[src/hw/rtl/itoa_pkg.sv]
`timescale 1ns / 1ps
// ----------------------------------------------------------------------------
// itoa_pkg
// Shared constants, types and helpers of the integer to ASCII formatter.
// ----------------------------------------------------------------------------
package itoa_pkg;

  localparam int VALUE_W   = 32;
  localparam int BCD_DIGITS = 10;
  localparam int DIGIT_W   = 4;
  localparam int EM_W      = BCD_DIGITS * DIGIT_W;  // 40-bit digit window
  localparam int CHAR_W    = 7;
  localparam int CNT_W     = 6;
  localparam int BIT_CNT_W = 5;

  // radix register codes
  localparam logic [1:0] RADIX_DEC = 2'd0;
  localparam logic [1:0] RADIX_BIN = 2'd1;
  localparam logic [1:0] RADIX_OCT = 2'd2;
  localparam logic [1:0] RADIX_HEX = 2'd3;

  // number of digits held in the window for each radix
  localparam logic [CNT_W-1:0] NDIG_DEC = 6'd10;
  localparam logic [CNT_W-1:0] NDIG_BIN = 6'd32;
  localparam logic [CNT_W-1:0] NDIG_OCT = 6'd11;
  localparam logic [CNT_W-1:0] NDIG_HEX = 6'd8;

  // ascii codes
  localparam logic [CHAR_W-1:0] CH_ZERO  = 7'h30;
  localparam logic [CHAR_W-1:0] CH_UPA   = 7'h41;
  localparam logic [CHAR_W-1:0] CH_MINUS = 7'h2D;
  localparam logic [CHAR_W-1:0] CH_NONE  = 7'h00;

  // load request into the digit emitter
  typedef struct packed {
    logic            start;
    logic [1:0]      mode;
    logic            sign;
    logic            empty;
    logic [EM_W-1:0] digits;
  } emit_load_t;

  // result of the binary to bcd converter
  typedef struct packed {
    logic            done;
    logic [EM_W-1:0] digits;
  } bcd_res_t;

  // one digit to its upper-case ascii character
  function automatic logic [CHAR_W-1:0] char_of_digit(input logic [DIGIT_W-1:0] d);
    logic [CHAR_W-1:0] res;
    if (d < 4'd10) begin
      res = CH_ZERO + {3'b000, d};
    end else begin
      res = CH_UPA + {3'b000, d} - 7'd10;
    end
    return res;
  endfunction

endpackage

[src/hw/rtl/itoa_bcd.sv]
`timescale 1ns / 1ps
// ----------------------------------------------------------------------------
// itoa_bcd
// Bit-serial binary to bcd converter (shift and add three), one bit a cycle.
// ----------------------------------------------------------------------------
module itoa_bcd (
  input  logic                               clk,
  input  logic                               rst_n,
  input  logic                               start,
  input  logic [itoa_pkg::VALUE_W-1:0]       magnitude,
  output itoa_pkg::bcd_res_t                 res
);

  logic [itoa_pkg::VALUE_W-1:0]   mag_r, mag_nxt;
  logic [itoa_pkg::EM_W-1:0]      bcd_r, bcd_nxt;
  logic [itoa_pkg::BIT_CNT_W-1:0] cnt_r, cnt_nxt;
  logic                           busy_r, busy_nxt;
  logic [itoa_pkg::EM_W-1:0]      bcd_adj;

  // add three to every digit of five or more
  always_comb begin
    for (int i = 0; i < itoa_pkg::BCD_DIGITS; i++) begin
      if (bcd_r[i*4 +: 4] >= 4'd5) begin
        bcd_adj[i*4 +: 4] = bcd_r[i*4 +: 4] + 4'd3;
      end else begin
        bcd_adj[i*4 +: 4] = bcd_r[i*4 +: 4];
      end
    end
  end

  // shift one magnitude bit into the bcd register per cycle
  always_comb begin
    mag_nxt  = mag_r;
    bcd_nxt  = bcd_r;
    cnt_nxt  = cnt_r;
    busy_nxt = busy_r;
    if (start) begin
      mag_nxt  = magnitude;
      bcd_nxt  = '0;
      cnt_nxt  = '0;
      busy_nxt = 1'b1;
    end else if (busy_r) begin
      mag_nxt = {mag_r[itoa_pkg::VALUE_W-2:0], 1'b0};
      bcd_nxt = {bcd_adj[itoa_pkg::EM_W-2:0], mag_r[itoa_pkg::VALUE_W-1]};
      cnt_nxt = cnt_r + 1'b1;
      if (cnt_r == {itoa_pkg::BIT_CNT_W{1'b1}}) begin
        busy_nxt = 1'b0;
      end
    end
  end

  // final shift hands the digits straight on
  assign res.done   = busy_r && (cnt_r == {itoa_pkg::BIT_CNT_W{1'b1}});
  assign res.digits = {bcd_adj[itoa_pkg::EM_W-2:0], mag_r[itoa_pkg::VALUE_W-1]};

  always_ff @(posedge clk) begin
    if (!rst_n) begin
      busy_r <= 1'b0;
      cnt_r  <= '0;
    end else begin
      busy_r <= busy_nxt;
      cnt_r  <= cnt_nxt;
    end
  end

  // datapath registers
  always_ff @(posedge clk) begin
    mag_r <= mag_nxt;
    bcd_r <= bcd_nxt;
  end

endmodule

[src/hw/rtl/itoa_emit.sv]
`timescale 1ns / 1ps
// ----------------------------------------------------------------------------
// itoa_emit
// Digit emitter: skips leading zeros, then shifts out one character per cycle
// into the output register while out_stall allows it, sign first.
// ----------------------------------------------------------------------------
module itoa_emit (
  input  logic                          clk,
  input  logic                          rst_n,
  input  itoa_pkg::emit_load_t          ld,
  output logic                          busy,
  output logic                          out_valid,
  input  logic                          out_stall,
  output logic [itoa_pkg::CHAR_W-1:0]   out_ascii_char,
  output logic                          out_last,
  output logic                          out_empty_res
);

  localparam logic [1:0] E_IDLE = 2'd0;
  localparam logic [1:0] E_SKIP = 2'd1;
  localparam logic [1:0] E_OUT  = 2'd2;

  logic [1:0]                   state_r, state_nxt;
  logic [itoa_pkg::EM_W-1:0]    em_r, em_nxt;
  logic [itoa_pkg::CNT_W-1:0]   cnt_r, cnt_nxt;
  logic [1:0]                   mode_r, mode_nxt;
  logic                         sign_r, sign_nxt;
  logic                         empty_r, empty_nxt;
  logic                         out_valid_r, out_valid_nxt;
  logic [itoa_pkg::CHAR_W-1:0]  char_r, char_nxt;
  logic                         last_r, last_nxt;
  logic                         emp_r, emp_nxt;
  logic [itoa_pkg::DIGIT_W-1:0] top_digit;
  logic [itoa_pkg::EM_W-1:0]    em_shift;
  logic [itoa_pkg::CNT_W-1:0]   ndig;
  logic                         out_free;
  logic                         out_load;

  // leading digit of the window and the window moved on by one digit
  always_comb begin
    case (mode_r)
      itoa_pkg::RADIX_BIN: begin
        top_digit = {3'b000, em_r[itoa_pkg::EM_W-1]};
        em_shift  = {em_r[itoa_pkg::EM_W-2:0], 1'b0};
      end
      itoa_pkg::RADIX_OCT: begin
        top_digit = {1'b0, em_r[itoa_pkg::EM_W-1 -: 3]};
        em_shift  = {em_r[itoa_pkg::EM_W-4:0], 3'b000};
      end
      default: begin
        top_digit = em_r[itoa_pkg::EM_W-1 -: 4];
        em_shift  = {em_r[itoa_pkg::EM_W-5:0], 4'b0000};
      end
    endcase
  end

  // digit count of a freshly loaded window
  always_comb begin
    case (ld.mode)
      itoa_pkg::RADIX_DEC: ndig = itoa_pkg::NDIG_DEC;
      itoa_pkg::RADIX_BIN: ndig = itoa_pkg::NDIG_BIN;
      itoa_pkg::RADIX_OCT: ndig = itoa_pkg::NDIG_OCT;
      default:             ndig = itoa_pkg::NDIG_HEX;
    endcase
  end

  assign out_free = !out_valid_r || !out_stall;

  // skip and emit sequencer
  always_comb begin
    state_nxt = state_r;
    em_nxt    = em_r;
    cnt_nxt   = cnt_r;
    mode_nxt  = mode_r;
    sign_nxt  = sign_r;
    empty_nxt = empty_r;
    out_load  = 1'b0;
    char_nxt  = char_r;
    last_nxt  = last_r;
    emp_nxt   = emp_r;
    case (state_r)
      E_IDLE: begin
        if (ld.start) begin
          em_nxt    = ld.digits;
          cnt_nxt   = ndig;
          mode_nxt  = ld.mode;
          sign_nxt  = ld.sign;
          empty_nxt = ld.empty;
          state_nxt = ld.empty ? E_OUT : E_SKIP;
        end
      end
      E_SKIP: begin
        if ((cnt_r > 6'd1) && (top_digit == 4'd0)) begin
          em_nxt  = em_shift;
          cnt_nxt = cnt_r - 1'b1;
        end else begin
          state_nxt = E_OUT;
        end
      end
      E_OUT: begin
        if (out_free) begin
          out_load = 1'b1;
          if (empty_r) begin
            char_nxt  = itoa_pkg::CH_NONE;
            last_nxt  = 1'b1;
            emp_nxt   = 1'b1;
            state_nxt = E_IDLE;
          end else if (sign_r) begin
            char_nxt = itoa_pkg::CH_MINUS;
            last_nxt = 1'b0;
            emp_nxt  = 1'b0;
            sign_nxt = 1'b0;
          end else begin
            char_nxt = itoa_pkg::char_of_digit(top_digit);
            last_nxt = (cnt_r == 6'd1);
            emp_nxt  = 1'b0;
            em_nxt   = em_shift;
            cnt_nxt  = cnt_r - 1'b1;
            if (cnt_r == 6'd1) begin
              state_nxt = E_IDLE;
            end
          end
        end
      end
      default: begin
        state_nxt = E_IDLE;
      end
    endcase
  end

  // output register holds a character until taken
  always_comb begin
    if (out_load) begin
      out_valid_nxt = 1'b1;
    end else begin
      out_valid_nxt = out_valid_r && out_stall;
    end
  end

  always_ff @(posedge clk) begin
    if (!rst_n) begin
      state_r     <= E_IDLE;
      out_valid_r <= 1'b0;
      sign_r      <= 1'b0;
      empty_r     <= 1'b0;
      cnt_r       <= '0;
      mode_r      <= itoa_pkg::RADIX_DEC;
    end else begin
      state_r     <= state_nxt;
      out_valid_r <= out_valid_nxt;
      sign_r      <= sign_nxt;
      empty_r     <= empty_nxt;
      cnt_r       <= cnt_nxt;
      mode_r      <= mode_nxt;
    end
  end

  // payload registers
  always_ff @(posedge clk) begin
    em_r   <= em_nxt;
    char_r <= char_nxt;
    last_r <= last_nxt;
    emp_r  <= emp_nxt;
  end

  assign busy           = (state_r != E_IDLE);
  assign out_valid      = out_valid_r;
  assign out_ascii_char = char_r;
  assign out_last       = last_r;
  assign out_empty_res  = emp_r;

endmodule

[src/hw/rtl/integer_to_ascii_radix_formatter.sv]
`timescale 1ns / 1ps
// ----------------------------------------------------------------------------
// integer_to_ascii_radix_formatter
// Formats a signed 32-bit integer as ASCII text in decimal, binary, octal or
// hexadecimal, one character per result item, most significant digit first.
// ----------------------------------------------------------------------------
//  channel  ports                                     direction
//  in       in_valid, in_stall, in_value              item in
//  out      out_valid, out_stall, out_ascii_char,     item out
//           out_last, out_empty_res
//  cfg      cfg_wr_en, cfg_wr_data (radix_mode)       register write
//
//  flow: decimal items pass through bit-serial bcd conversion into 10 digit
//  slots, other radices load 32, 11 or 8 slots at once; the emitter then
//  skips leading zero slots, leaves the skip state and emits the characters,
//  sign first; a negative value outside decimal gives one empty item.
//  in_stall is high until the last character sits in the output register; a
//  held out_stall holds the emitter at its next character. Reset sets decimal.
// ----------------------------------------------------------------------------
module integer_to_ascii_radix_formatter (
  input  logic                                clk,
  input  logic                                rst_n,
  input  logic                                in_valid,
  output logic                                in_stall,
  input  logic signed [itoa_pkg::VALUE_W-1:0] in_value,
  output logic                                out_valid,
  input  logic                                out_stall,
  output logic [itoa_pkg::CHAR_W-1:0]         out_ascii_char,
  output logic                                out_last,
  output logic                                out_empty_res,
  input  logic                                cfg_wr_en,
  input  logic [1:0]                          cfg_wr_data
);

  logic                          dec_sel;
  logic [1:0]                    radix_mode_r;
  logic                          conv_busy_r, conv_busy_nxt;
  logic                          sign_r, sign_nxt;
  logic                          accept;
  logic                          neg;
  logic                          emit_busy;
  logic                          bcd_start;
  logic [itoa_pkg::VALUE_W-1:0]  magnitude;
  itoa_pkg::bcd_res_t            bcd_res;
  itoa_pkg::emit_load_t          ld;

  assign dec_sel = (radix_mode_r == itoa_pkg::RADIX_DEC);

  // radix register
  always_ff @(posedge clk) begin
    if (!rst_n) begin
      radix_mode_r <= itoa_pkg::RADIX_DEC;
    end else if (cfg_wr_en) begin
      radix_mode_r <= cfg_wr_data;
    end
  end

  assign in_stall  = conv_busy_r | emit_busy;
  assign accept    = in_valid && !in_stall;
  assign neg       = in_value[itoa_pkg::VALUE_W-1];
  assign magnitude = neg ? (~in_value + 1'b1) : in_value;
  assign bcd_start = accept && dec_sel;

  // decimal items go through the converter, the rest load the emitter at once
  always_comb begin
    conv_busy_nxt = conv_busy_r;
    sign_nxt      = sign_r;
    ld.start      = 1'b0;
    ld.mode       = radix_mode_r;
    ld.sign       = 1'b0;
    ld.empty      = neg;
    if (radix_mode_r == itoa_pkg::RADIX_OCT) begin
      ld.digits = {1'b0, in_value, 7'b0};
    end else begin
      ld.digits = {in_value, 8'b0};
    end
    if (bcd_start) begin
      conv_busy_nxt = 1'b1;
      sign_nxt      = neg;
    end else if (accept) begin
      ld.start = 1'b1;
    end else if (bcd_res.done) begin
      conv_busy_nxt = 1'b0;
      ld.start      = 1'b1;
      ld.mode       = itoa_pkg::RADIX_DEC;
      ld.sign       = sign_r;
      ld.empty      = 1'b0;
      ld.digits     = bcd_res.digits;
    end
  end

  always_ff @(posedge clk) begin
    if (!rst_n) begin
      conv_busy_r <= 1'b0;
      sign_r      <= 1'b0;
    end else begin
      conv_busy_r <= conv_busy_nxt;
      sign_r      <= sign_nxt;
    end
  end

  // bit-serial binary to bcd
  itoa_bcd u_bcd (
    .clk       (clk),
    .rst_n     (rst_n),
    .start     (bcd_start),
    .magnitude (magnitude),
    .res       (bcd_res)
  );

  // digit emitter and output register
  itoa_emit u_emit (
    .clk            (clk),
    .rst_n          (rst_n),
    .ld             (ld),
    .busy           (emit_busy),
    .out_valid      (out_valid),
    .out_stall      (out_stall),
    .out_ascii_char (out_ascii_char),
    .out_last       (out_last),
    .out_empty_res  (out_empty_res)
  );

endmodule

[config.mk]
export PLATFORM = sky130hd
export DESIGN_NAME = integer_to_ascii_radix_formatter
export DESIGN_NICKNAME = d
export VERILOG_FILES = /design/src/hw/rtl/itoa_pkg.sv /design/src/hw/rtl/itoa_bcd.sv /design/src/hw/rtl/itoa_emit.sv /design/src/hw/rtl/integer_to_ascii_radix_formatter.sv
export SDC_FILE = /design/constraint.sdc
export NUM_CORES = 1
export LEC_CHECK = 0
export BUFFER_PORTS_ARGS = -buffer_cell sky130_fd_sc_hd__buf_2
export CORE_ASPECT_RATIO = 1.5
export CORE_MARGIN = 5
export CORE_UTILIZATION = 63
export DETAILED_ROUTE_END_ITERATION = 6
export GPL_TIMING_DRIVEN = 0
export MAX_ROUTING_LAYER = met4
export PLACE_DENSITY_LB_ADDON = 0.05
export SLEW_MARGIN = 20
export SYNTH_ARGS = -nofsm -noshare
export SYNTH_HDL_FRONTEND = slang
export SYNTH_HIERARCHICAL = 1
export SYNTH_SLANG_ARGS = --single-unit
[constraint.sdc]
create_clock -name clk -period 3.8 [get_ports clk]
set_input_delay 0.19 -clock clk [delete_from_list [all_inputs] [get_ports clk]]
set_output_delay 0.19 -clock clk [all_outputs]
set_load 0.01 [all_outputs]
==> flow_metrics.tcl, run 1 <==
set metrics [dict create \
    yosys_warnings 6 \
    wl_per_cell_um 19.72 \
    avgSynthCellArea_um2 9.092 \
    r2r-start "u_bcd/busy_r" \
    period_share_pct 91.92 \
    start_util_pct 64.30 \
    cts_buffers 17 \
    netlist_area_um2 10090 \
    diodes 0 \
    finalNonFillerCells 1390 \
    stdcell_area_um2 11210 \
    synthArstFlopShare_pct 0 \
    critPathArrivalTime_ps 3800 \
    grt_pass1_vias 8779 \
    whs_path_depth 3 \
    place_inst 1358 \
    finalClockSkew_ps 4.757 \
    drt_first_pass_iters 5 \
    gp_congestion 0.9167 \
    clock_sinks 144 \
    switching_power_w 0.003551 \
    min_period_ps 3493 \
    clockRootBuffer "clkbuf_16" \
    worstSetupStartpointType "register" \
    swShare_pct 40.11 \
    cts_hold_buffers 0 \
    grt_max_degree 33 \
    dpl_cell_area_um2 10590 \
    io_pins 50 \
    outcome "finished clean" \
    core_um2 15700 \
    dieArea_um2 18700 \
    fmaxAchievable_mhz 286.3 \
    post-route-worst-setup-slack_ps 306.9 \
    gr-total-overflow 0 \
    crit_start "u_bcd/busy_r" \
    ys_types 70 \
    die_w_um 113.3 \
    p_per_area_nw_per_um2 789.9 \
    vias 8919 \
    internal_power_w 0.005303 \
    nFillCells 1273 \
    grt_pass1_wl_mm 43.87 \
    area_delta_synth_final_pct 11.07 \
    via_per_inst 6.417 \
    htreeDepth 4 \
    drv_cap 0 \
    finish.utilization_pct 71.42 \
    path_max_fanout 10 \
    cts_tree "yes" \
    finalHoldViolCount 0 \
    synth_flop_cell "edfxtp_1" \
    worstMarginPinSlew_ps 877.1 \
    end_kind "register" \
    power_frac_comb_pct 44.9 \
    peakVddDrop_mv 0.5096 \
    r2r_cells 10 \
    placementRows 56 \
    maxSlewViolCount 0 \
    setup_viol 0 \
    reg2reg_slack_ps 310 \
    synth_nets 1181 \
    cts_setup_buffers 0 \
    synth_top_area_share_pct 24.10 \
    min_path_type "input pin to register" \
    rsz0062_at_grt "no" \
    ys_seq_elements 144 \
    ys_seq_area_share_pct 36.60 \
    portBuffers 44 \
    clkPwrFrac_pct 20.1 \
    nNetsFinal 1245 \
    pre_cts_ws_ps 124.5 \
    worstHoldStart "cfg_wr_data[0]" \
    drive_gt1_share_pct 16.34 \
    die_h_um 165.0 \
    routed_wl_mm 27.41 \
    relSlewSlack_pct 41.53 \
    reg2reg_to "u_emit/em_r[38]" \
    power_frac_seq_pct 35.0 \
    required_ps 4110 \
    synth_edf_count 81 \
    ctsResizeCount 0 \
    clk_pin_slew_ps 60 \
    drc 0 \
    syn_inst 1110 \
    whs_ps 16.67 \
    hold_path_end "radix_mode_r[0]" \
    synth_area_leader_cell "edfxtp_1" \
    initialDrtViolationCount 789 \
    antenna_left 0 \
    clock_path_buffers 2 \
    clk_latency_ps 430 \
    critPathKind "register to register" \
    ys_top_cells_by_area "edfxtp_1, dfxtp_1, mux2_2, nand2_1, o21ai_0" \
    antenna_found_initial 0 \
    dp_hpwl_mm 19.68 \
    p_leak_nw 4.323 \
    grt.total_usage_pct 30.77 \
]
## state kept, by name (all words and copies together), names as in the netlist
signal	flops
u_bcd/busy_r	1
conv_busy_r	1
u_emit/out_last	1
u_emit/out_empty_res	1
u_emit/state_r	2
u_emit/cnt_r	6
u_bcd/cnt_r	5
u_bcd/mag_r	32
u_emit/mode_r	2
sign_r	1
u_bcd/bcd_r	40
u_emit/empty_r	1
u_emit/out_ascii_char	7
radix_mode_r	2
u_emit/out_valid	1
u_emit/sign_r	1
u_emit/em_r	40
## how the worst max path moves through the flow
stage | slack [ps] | endpoint | depth (start not counted)
floorplan | 420 | u_emit/em_r[0] | 11
global placement | -320 | u_emit/em_r[37] | 11
detailed placement | 120 | u_emit/em_r[38] | 10
CTS | 100 | u_emit/em_r[38] | 10
global route | 80 | u_emit/em_r[28] | 10
finish | 310 | u_emit/em_r[38] | 10
## per-stage QoR
step	power (W)	TNS (ps)
2_1_floorplan	0.005899	0
3_3_place_gp	0.006876	-12710
3_5_place_dp	0.006989	0
4_1_cts	0.008802	0
5_1_grt	0.009409	0
6_report	0.008855	0
## power groups by stage
stage	Sequential, W	Combinational (W)	Clock (W)
global placement	0.00310	0.00378	0
global route	0.00316	0.00437	0.00187
finish	0.00310	0.00398	0.00178
detailed placement	0.00310	0.00389	0
floorplan	0.00296	0.00294	0
CTS	0.00308	0.00393	0.00180
## layout by cell type (no fill, tap or decap), drive strengths merged, types with 29 or more instances in the layout
cell type  Yosys  layout
xnor2         41      41
clkbuf        57      75
mux2i         47      47
ha            32      32
mux2          67      67
o21ai        102     102
dfxtp         63      63
nor2b         29      29
nand2        157     157
edfxtp        81      81
buf           29      74
a22oi         39      39
nor2          55      55
inv           40      40
## critical path, cell delays in order, from the launching register on
cell	delay, ps
dfxtp_1	470
buf_6	200
buf_8	140
clkbuf_1	450
and2_1	260
a21boi_1	560
clkbuf_1	390
clkbuf_1	330
nand2_1	140
o21ai_0	180
mux2_2	220
## logic make-up after synthesis
logic type                 Yosys count  share of synthesized area [%]
adders and majority gates           32                          3.967
buffers and inverters              126                          5.728
AOI/OAI and AO/OA                  265                          18.36
and+or+nand+nor                    386                          19.48
muxes                              114                          12.14
xor gates and xnor gates            43                          3.732
DFF                                144                          36.60
## Yosys cell counts, types with 4 or more instances
cell type    n
a21boi_0     6
clkbuf_1    51
a2111oi_0   17
nand2_1    157
dfxtp_1     63
nor2_1      55
o41ai_2      7
or3_1       15
nor2b_1     29
nand2b_1    16
nor3_1      14
a21oi_1     23
nand3_1     13
edfxtp_1    81
clkbuf_2     4
a31oi_1      5
nor4_1       7
and2_1      10
buf_1        7
inv_1       40
xnor2_1     41
o21ai_0     98
nor3b_1     21
buf_2       13
a22oi_1     39
nor4bb_1     9
and3_1      11
o31ai_1      5
buf_6        6
mux2_2      67
ha_1        32
or4_1       10
o31ai_2      4
a311oi_1    19
a211o_1     10
o21ai_1      4
mux2i_1     47
## area by class of cell
cell class                 instances  area (um2)  share of cell area [%]
multi-input combinational        840        5823                   51.95
sequential                       144        3694                   32.95
clock buffer                      18       429.2                   3.829
buffer                            86       427.9                   3.817
tap                              203       254.0                   2.266
timing repair buffer              45       240.2                   2.143
clock inverter                    14       191.4                   1.708
inverter                          40       150.1                   1.339
## metal layers
layer	GRT usage (%)	up-vias	share of wire, %
li1	-	4202	-
met1	34.59	4299	39
met2	51.94	316	50
met3	4.326	102	4.8
met4	18.32	0	6.0
met5	-	-	0
(Power assumes the default switching activity.)
==> run 2, diff against run 1 <==
CORE_UTILIZATION = 42   (was 63)
clock period = 4.4 ns   (was 3.8 ns; I/O delays follow)
==> run 2 against run 1 <==
Fmax decreased by 6.2%. Non-clock buffer count unchanged. Global-route usage decreased by 8.2 points. Critical endpoint unchanged. Largest cell class unchanged.
==> flow_metrics.tcl, run 2 (synthesis gave the netlist of run 1 again) <==
set metrics [dict create \
    grt_max_degree 33 \
    register_area_um2 3694 \
    power_frac_comb_pct 45.3 \
    finalHoldViolCount 0 \
    cts_tree "yes" \
    nNetsFinal 1245 \
    dieArea_um2 27290 \
    clockRootBuffer "clkbuf_16" \
    dp_hpwl_mm 21.79 \
    place_inst 1474 \
    grt.total_usage_pct 22.59 \
    fmaxAchievable_mhz 268.6 \
    clk_pin_slew_ps 60 \
    clock_sinks 144 \
    cts_buffers 17 \
    diodes 0 \
    area_delta_synth_final_pct 12.30 \
    antenna_found_initial 0 \
    drt_first_pass_iters 5 \
    cts_setup_buffers 0 \
    drv_cap 0 \
    placementRows 69 \
    pre_cts_ws_ps 603.1 \
    peakVddDrop_mv 0.3582 \
    internal_power_w 0.004533 \
    grt_pass1_wl_mm 46.16 \
    required_ps 4710 \
    r2r_cells 10 \
    die_h_um 199.9 \
    clock_path_buffers 2 \
    min_path_type "input pin to register" \
    min_period_ps 3723 \
    clk_latency_ps 440 \
    path_max_fanout 10 \
    htreeDepth 4 \
    grt_pass1_vias 8618 \
    power_frac_seq_pct 34.9 \
    multi_input_area_um2 5821 \
    hold_path_end "radix_mode_r[0]" \
    start_util_pct 42.51 \
    drive_gt1_share_pct 16.26 \
    routed_wl_mm 29.48 \
    reg_top3 "u_bcd/bcd_r: 40 flops, u_emit/em_r: 40 flops, u_bcd/mag_r: 32 flops" \
    setup_viol 0 \
    reg2reg_to "u_emit/em_r[38]" \
    ctsResizeCount 0 \
    end_kind "register" \
    via_per_inst 5.663 \
    p_per_area_nw_per_um2 674.1 \
    finish.utilization_pct 47.74 \
    initialDrtViolationCount 479 \
    antenna_left 0 \
    cts_hold_buffers 0 \
    clkPwrFrac_pct 19.7 \
    wl_per_cell_um 19.58 \
    fin_tns_setup_ps 0 \
    finalNonFillerCells 1506 \
    relSlewSlack_pct 38.71 \
    vias 8528 \
    maxSlewViolCount 0 \
    worstSetupStartpointType "register" \
    r2r-start "u_bcd/busy_r" \
    period_share_pct 84.62 \
    core_um2 23740 \
    whs_ps 42.76 \
    swShare_pct 40.66 \
    reg2reg_slack_ps 680 \
    switching_power_w 0.003106 \
    worstHoldStart "cfg_wr_data[0]" \
    outcome "finished clean" \
    drc 0 \
    gp_congestion 0.8667 \
    layout_common_cells "nand2_1, o21ai_0, edfxtp_1" \
    worstMarginPinSlew_ps 911.2 \
    nFillCells 2310 \
    io_pins 50 \
    gr-total-overflow 0 \
    whs_path_depth 3 \
    critPathArrivalTime_ps 4030 \
    post-route-worst-setup-slack_ps 676.7 \
    p_leak_nw 4.314 \
    rsz0062_at_grt "no" \
    die_w_um 136.6 \
    finalClockSkew_ps 10.06 \
    critPathKind "register to register" \
    layout_commonest_cell "nand2_1" \
    portBuffers 44 \
]
[run 2: cell types whose count changed in the layout (fill, tap and decap cells not counted), sizes merged]
| cell | previous run | this run |
|---|---|---|
| inv | 40 | 42 |
| bufinv | 4 | 3 |
| clkinv | 6 | 5 |
[run 2: area by class of cell]
class / count / share of cell area, %
multi-input combinational: 840 / 51.36
sequential: 144 / 32.59
clock buffer: 18 / 3.787
buffer: 86 / 3.776
tap: 319 / 3.522
timing repair buffer: 45 / 2.186
clock inverter: 14 / 1.457
inverter: 40 / 1.325
[run 2: power groups by stage]
stage | combinational, W | clock [W] | sequential (W)
after CTS | 0.00349 | 0.00155 | 0.00266
final | 0.00346 | 0.00151 | 0.00267
after global routing | 0.00384 | 0.00160 | 0.00273
after detailed placement | 0.00348 | 0 | 0.00268
after global placement | 0.00341 | 0 | 0.00270
after floorplan | 0.00254 | 0 | 0.00256
[run 2: critical path, stage by stage, from the launching register on]
cell and delay (ps):
dfxtp_1 470, buf_6 200, buf_8 130, clkbuf_1 420, and2_1 260, a21boi_0 750
clkbuf_1 420, clkbuf_1 350, nand2_1 160, o21ai_0 200, mux2_2 230
[run 2: per-layer routing]
layer	part of all wire, %	vias to the layer above	wire length, um	track usage, %
met3	3.6	53	1049	3.210
li1	-	4182	-	-
met5	0	-	0	-
met1	42	4090	12250	25.61
met2	51	203	15120	39.73
met4	3.6	0	1062	9.264
[run 2: worst max-delay path by stage]
| stage | start | endpoint | slack, ps |
|---|---|---|---|
| 2_1_floorplan | u_emit/mode_r[0] | u_emit/em_r[0] | 1020 |
| 3_3_place_gp | u_bcd/busy_r | u_emit/em_r[37] | 100 |
| 3_5_place_dp | u_bcd/busy_r | u_emit/em_r[38] | 600 |
| 4_1_cts | u_bcd/busy_r | u_emit/em_r[38] | 580 |
| 5_1_grt | u_bcd/busy_r | u_emit/em_r[38] | 300 |
| 6_report | u_bcd/busy_r | u_emit/em_r[38] | 680 |
[run 2: per-stage QoR]
stage,power [W],area [um2]
CTS,0.007703,11330
floorplan,0.005094,10090
finish,0.007639,11330
global route,0.008175,11330
global placement,0.006104,10710
detailed placement,0.006163,10740
